$ cat src/rtl/oaht_ram.sv
// generic single-port-write, single-port-read ram with registered read data
`timescale 1ns / 1ps
module oaht_ram #(
	parameter int WIDTH = 8,
	parameter int DEPTH = 16
) (
	input  logic                     clk,
	input  logic                     we,
	input  logic [$clog2(DEPTH)-1:0] waddr,
	input  logic [WIDTH-1:0]         wdata,
	input  logic [$clog2(DEPTH)-1:0] raddr,
	output logic [WIDTH-1:0]         rdata
);

	logic [WIDTH-1:0] mem_q [DEPTH];

	always_ff @(posedge clk) begin
		if (we) begin
			mem_q[waddr] <= wdata;
		end
		rdata <= mem_q[raddr];
	end

endmodule

$ cat config.mk
export PLATFORM = sky130hd
export DESIGN_NAME = oaht_ram
export DESIGN_NICKNAME = d
export VERILOG_FILES = /design/src/rtl/oaht_ram.sv
export SDC_FILE = /design/constraint.sdc
export NUM_CORES = 1
export LEC_CHECK = 0
export BUFFER_PORTS_ARGS = -buffer_cell sky130_fd_sc_hd__buf_4
export CAP_MARGIN = 20
export CORE_MARGIN = 5
export CORE_UTILIZATION = 25
export DETAILED_ROUTE_END_ITERATION = 8
export HOLD_SLACK_MARGIN = 0.02
export SYNTH_ARGS = -nofsm -noshare
export SYNTH_HDL_FRONTEND = slang
export SYNTH_SLANG_ARGS = --single-unit
export TNS_END_PERCENT = 5
$ cat constraint.sdc
create_clock -name clk -period 4.48 [get_ports clk]
set_input_delay 0.448 -clock clk [delete_from_list [all_inputs] [get_ports clk]]
set_output_delay 0.448 -clock clk [all_outputs]
set_load 0.02 [all_outputs]
Yosys cells after proc, flatten, opt, wreduce, memory -nomap -nowiden
Memories as Yosys holds them, arrays and structs flattened. A register that Yosys moved wholly into a read port is not among the register bits.
Index checks and enable logic that the tools add are counted.
{"block": "totals", "ff_bits": 0, "out_inout_bits": 8, "ramBits": 128, "wordCells": 3, "n_memories": 1, "in_bits": 18}
{"block": "op_classes", "mux": 2}
{"name": "mem_q", "words": 16, "width": 8, "rd": 1, "rd_clocked_by_memory_dff": 1, "wr": 1, "line": "15", "source": "logic [WIDTH-1:0] mem_q [DEPTH];"}
{"operator": "two-way mux 1 bit", "count": 2}

Depth between registers and ports, before layout
Gate-level depths: netlist of run 1.
{"block": "logic_depth", "ltp_word": 2, "ltp_mapped": 5, "mapped_depth_nobuf": 3}

Worst setup path before layout of run 1
OpenSTA, ideal clock, no wires.
{"block": "synth_path", "kind": "input port to flip-flop", "start": "in waddr[2]", "end": "mem mem_q[0][0], enable pin", "setup_slack_ns": 2.539, "stages": 2, "n_path_buf": 0, "required_ns": 4.097, "arrival_time_ns": 1.558, "setup_time_ns": 0.383, "cell_sequence": "or3b_2 -> nor3_1"}
{"item": "start: declaration", "line": "9", "source": "input logic [$clog2(DEPTH)-1:0] waddr,"}
{"item": "end: declaration", "line": "15"}
No word-level cell before the write port.

==> impl_metrics.tcl, run 1 <==
set metrics [dict create \
    hold_buffers 0 \
    grt_pass1_vias 2537 \
    finalSetupViolations 0 \
    gp_congestion 0.7092 \
    core_sq_um 20230 \
    first_pass_iters 4 \
    min_period_ns 1.745 \
    dpl.hpwl_um 6698 \
    die-area_sq_um 23560 \
    cts_tree "built" \
    grtUsageTotal 0.09293 \
    drc_errors 0 \
    vias 2371 \
    async_flop_share 0 \
    worstSetupStartpointType "input pin" \
    htreeDepth 4 \
    postCtsSetupBuffers 0 \
    diodes 0 \
    wl_per_cell_um 19.10 \
    avgSynthCellArea_sq_um 22.48 \
    rows 52 \
    ys_types 19 \
    nets 285 \
    crit_type "in -> reg" \
    overflow 0 \
    cp_data_required_time_ns 4.76 \
    outcome "finished, final reports clean" \
    antenna_left 0 \
    timing.final.crit_share 0.3895 \
    syn_to_final_growth_pct 20.10 \
    hp-class "in -> reg" \
    portBuffers 25 \
    p_leak_nw 2.013 \
    grt_pass1_wl_um 16100 \
    avgViaCountPerCell 4.311 \
    skew_ns 0.008491 \
    yosys.area.top_type_share 0.7467 \
    routed_wl_um 10510 \
    final-max-slew-violation-count 0 \
    cts_resized 0 \
    yosysMostFrequentCell "edfxtp_1" \
    synth_nets 247 \
    drv_cap 0 \
    yosysSeqAreaShare 0.7778 \
    die_w_um 153.5 \
    syn_inst 229 \
    synthTopCellsByCount "edfxtp_1 (128), mux4_2 (18), a22oi_1 (16)" \
    drt_iter0_drc 217 \
    yosysWarningCount 0 \
    path_max_fanout 32 \
    tightest_slew_ns 0.9561 \
    synth_top_area_cell "edfxtp_1" \
    floorplan.initialDensity 0.2544 \
    clock.fmax_ghz 0.5731 \
    peakVddDrop_mv 0.2531 \
    synth_edf_count 128 \
    die-height_um 153.5 \
    clk_latency_ns 0.41 \
    drive_gt1_frac 0.2714 \
    critPathArrivalTime_ns 2.03 \
    clk_pin_slew_ns 0.06 \
    finalSetupTns_ns 0 \
    max_slew_margin 0.3602 \
    place_inst 517 \
    ios 26 \
    cts_made_buffers 17 \
    netlist_area_sq_um 5147 \
    grt_start_max_net_pins 33 \
    synthFlopType "edfxtp_1" \
    ys_ff_latch 136 \
    clock-sinks 136 \
    finalNonFillerCells 550 \
    root_buffer "clkbuf_16" \
    yosys-top-cells-area "edfxtp_1 (75%), mux4_2 (7.9%), mux4_1 (7.1%)" \
    hold_violations 0 \
    rsz0062_at_grt "false" \
    antenna_found_initial 0 \
    fin_hold_ws_ns 0.3572 \
    clockBufferDepth 2 \
    power_density_nw_per_um2 468.8 \
    cp-end-kind "flop" \
]
[kinds of logic (layout without fill, tap and decap cells)]
group / Yosys count / after routing / synth area share
simple gates: 35 / 35 / 0.03184
compound gates: 16 / 16 / 0.02334
flops: 136 / 136 / 0.7778
mux: 32 / 32 / 0.1502
buf+inv: 10 / 61 / 0.01677
[metrics by stage]
stage               power, mW  setup WS [ns]  utilization  area, sq um
global placement        1.605          2.225       0.2772         5609
detailed placement      1.609          2.209       0.2772         5609
finish                  2.898          2.735       0.3055         6182
floorplan               1.538          2.539            -         5147
CTS                     2.925          2.644       0.3053         6177
global route            2.992          2.647       0.3055         6182
[cell usage in the layout, fill, tap and decap left out, types with 3 or more instances in the layout]
| cell type | instances |
|---|---|
| a22oi_1 | 16 |
| buf_4 | 28 |
| clkbuf_1 | 3 |
| clkbuf_16 | 17 |
| clkinv_2 | 5 |
| dfxtp_1 | 8 |
| edfxtp_1 | 128 |
| mux4_1 | 14 |
| mux4_2 | 18 |
| nand2_1 | 9 |
| nor2_1 | 13 |
| nor3_1 | 4 |
[worst paths after layout]
check        depth (start not counted)  slack [ns]         from            to
min                                  1        0.36     wdata[6]  mem_q[15][6]
max reg2reg                          3        3.08  mem_q[9][5]      rdata[5]
min reg2reg                          3        0.67  mem_q[4][2]      rdata[2]
max                                  4        2.74     raddr[0]      rdata[2]
[worst max-delay path: stages]
cell	delay [ns]
buf_4	0.48
mux4_1	0.64
a22oi_1	0.34
nand2_1	0.08
[power by group]
group | internal (mW) | switching, mW
combinational | 0.0600 | 0.0847
sequential | 1.42 | 0.0118
clock | 0.840 | 0.478
total | 2.32 | 0.574
[state kept, by name, summed over array words and instances, names as in the netlist]
register  count
mem_q       128
rdata         8
[area by class of cell]
class                      instances  area [sq um]
fill                            1912         14050
sequential                       136          4004
multi-input combinational         83          1057
clock buffer                      22         464.2
tap                              270         337.8
timing repair buffer              29         215.2
clock inverter                    10         103.9
[per-layer routing]
layer,vias up,part of all wire,track usage
met2,81,0.46,0.1368
met1,1237,0.47,0.1311
li1,1048,-,-
met4,0,0.0069,0.03112
met3,5,0.055,0.02895
met5,-,0,0
No activity file was read; power rests on OpenSTA's default activity.
==> run 2: changes to the inputs <==
--- a/config.mk
+++ b/config.mk
@@ -5,6 +5,7 @@
 export SDC_FILE = /design/constraint.sdc
 export NUM_CORES = 1
 export LEC_CHECK = 0
+export ABC_AREA = 1
 export BUFFER_PORTS_ARGS = -buffer_cell sky130_fd_sc_hd__buf_4
 export CAP_MARGIN = 20
 export CORE_MARGIN = 5
==> constraint.sdc (replaced) <==
create_clock -name clk -period 1.6 [get_ports clk]
set_input_delay 0.16 -clock clk [delete_from_list [all_inputs] [get_ports clk]]
set_output_delay 0.16 -clock clk [all_outputs]
set_load 0.02 [all_outputs]
==> run 2 against run 1 <==
Synthesized cell count is 140% higher; die area is 11% higher; sequential power rose to 2.8 times the previous value; wire length increased by 33%; hold slack lost 0.27 ns; largest power group is now the clock network; highest routed layer unchanged.
==> impl_metrics.tcl, run 2 <==
set metrics [dict create \
    tightest_slew_ns 0.6250 \
    outcome "finished, final reports clean" \
    hold_violations 0 \
    peakVddDrop_mv 0.7951 \
    die-area_sq_um 26210 \
    drc_errors 0 \
    finalNonFillerCells 889 \
    intPower_mw 6.951 \
    final_cell_mix "nand2_1 (173), edfxtp_1 (128), inv_1 (100)" \
    cp_num_buf_inv 1 \
    min_period_ns 1.097 \
    cts_tree "built" \
    portBuffers 25 \
    synth_top_area_cell "edfxtp_1" \
    drv_cap 0 \
    r2r-start "mem_q[11][3]" \
    avgViaCountPerCell 4.256 \
    hold_buffers 0 \
    cts_made_buffers 17 \
    floorplan.initialDensity 0.2539 \
    cts_resized 0 \
    clk_pin_slew_ns 0.06 \
    final-max-slew-violation-count 0 \
    diodes 0 \
    worstSetupStartpointType "flop" \
    grtUsageTotal 0.1109 \
    avgSynthCellArea_sq_um 10.47 \
    yosysWarningCount 0 \
    ios 26 \
    combPwrFrac 0.062 \
    first_pass_iters 5 \
    largest_reg_flops 128 \
    p_switching_mw 1.827 \
    holdPathEnd "mem_q[9][7]" \
    clockBufferDepth 2 \
    r2r_cells 6 \
    crit_family "flip-flops" \
    routed_wl_um 13950 \
    root_buffer "clkbuf_16" \
    skew_ns 0.004403 \
    regMostFlops "mem_q" \
    cp-end-kind "output port" \
    min_path_cells 1 \
    cp_slowest_cell "dfxtp_1" \
    cp_data_required_time_ns 1.44 \
    critPathArrivalTime_ns 0.94 \
    drive_gt1_frac 0.1275 \
    synth_nets 569 \
    yosysMostFrequentCell "nand2_1" \
    grt_start_max_net_pins 65 \
    die_w_um 161.9 \
    power_mw 8.777 \
    crit_type "reg -> out" \
    timing.final.crit_share 0.6859 \
    clock.fmax_ghz 0.9113 \
    fillers 2297 \
    gp_congestion 0.7581 \
    grt_pass1_wl_um 21830 \
    switching_share 0.2081 \
    clk_latency_ns 0.41 \
    grt_pass1_vias 3738 \
    largestRegisters "mem_q x128, rdata x8" \
    rr_endpoint "rdata[3]" \
    yosys.area.top_type_share 0.6665 \
    place_inst 857 \
    crit_chain "buf_4" \
    r2r_slack_ns 0.58 \
    hold_start "wdata[7]" \
    vias 3784 \
    power_density_nw_per_um2 1258 \
    yosys-top-cells-area "edfxtp_1 (67%), nand2_1 (11%), nand3_1 (8.4%)" \
    path_max_fanout 1 \
    max_slew_margin 0.5829 \
    wl_per_cell_um 15.69 \
    core_sq_um 22710 \
    syn_to_final_growth_pct 20.96 \
    overflow 0 \
    clock-sinks 136 \
    postCtsSetupBuffers 0 \
    crit_start "rdata[1]" \
    cp_slowest_stage_delay_ns 0.37 \
    p_seq_frac 0.457 \
    p_leak_nw 2.962 \
    die-height_um 161.9 \
    hp-class "in -> reg" \
    netlist_area_sq_um 5767 \
    synthTopCellsByCount "nand2_1 (173), edfxtp_1 (128), inv_1 (100)" \
    finalSetupTns_ns 0 \
    synth_edf_count 128 \
    ys_ff_latch 136 \
    synthFlopType "edfxtp_1" \
    nets 609 \
    async_flop_share 0 \
    antenna_left 0 \
    finalSetupViolations 0 \
    ys_types 12 \
    antenna_found_initial 0 \
    rows 55 \
    dpl.hpwl_um 8373 \
    drt_iter0_drc 401 \
    clockPowerShare 0.481 \
    final_common_cell "nand2_1" \
    rsz0062_at_grt "false" \
    htreeDepth 4 \
    yosysSeqAreaShare 0.6943 \
    syn_inst 551 \
]
run 2: cell count changes after synthesis, sizes merged, moves of 2 or more:
cell / previous run / this run
a22oi: 16 / 0
buf: 7 / 24
clkdlybuf4s25: 3 / 0
inv: 0 / 102
mux4: 32 / 0
nand2: 9 / 173
nand2b: 2 / 0
nand3: 1 / 97
nor2: 13 / 17
nor3: 4 / 0
run 2: cell type report:
class | instances | area (sq um) | area share
flip-flops and latches | 136 | 4004 | 0.5740
multi-input cells | 289 | 1214 | 0.1740
clock buffers | 19 | 442.9 | 0.06350
inverters | 102 | 382.9 | 0.05489
repair buffers | 45 | 375.4 | 0.05381
well taps | 285 | 356.6 | 0.05112
clock inverters | 13 | 200.2 | 0.02870
run 2: worst max-delay path by stage:
| stage | to | cells past startpoint |
|---|---|---|
| 2_1_floorplan | mem_q[10][0] | 2 |
| 3_3_place_gp | rdata[1] | 5 |
| 3_5_place_dp | rdata[2] | 5 |
| 4_1_cts | rdata[1] | 1 |
| 5_1_grt | rdata[5] | 1 |
| 6_report | rdata[1] | 1 |
run 2: logic make-up (layout without fill, tap and decap cells):
kind of cell | count (synthesis) | after routing | share of synthesized area
and+or+nand+nor | 289 | 289 | 0.2105
buffers and inverters | 126 | 179 | 0.09525
DFF | 136 | 136 | 0.6943
run 2: metrics by stage:
| stage | hold slack [ns] | area, sq um | util | setup WS [ns] |
|---|---|---|---|---|
| floorplan | 0.2589 | 5767 | - | 0.4892 |
| global placement | 0.5060 | 6332 | 0.2788 | 0.1902 |
| detailed placement | 0.5153 | 6332 | 0.2788 | 0.1920 |
| CTS | 0.08390 | 6975 | 0.3072 | 0.4732 |
| global route | 0.09207 | 6975 | 0.3072 | 0.4705 |
| finish | 0.08545 | 6975 | 0.3072 | 0.5026 |
run 2: power by group through the flow:
stage	Sequential (mW)	Clock, mW	Combinational (mW)
6_report	4.01	4.22	0.547
5_1_grt	4.02	4.46	0.604
4_1_cts	4.01	4.27	0.557
3_5_place_dp	4.09	0	0.552
3_3_place_gp	4.09	0	0.548
2_1_floorplan	4.11	0	0.281
run 2: layer usage:
metal | GRT usage | wire [um]
met5 | 0 | 0
met4 | 0.03998 | 196
met2 | 0.1771 | 6518
met3 | 0.02360 | 715
met1 | 0.1496 | 6516
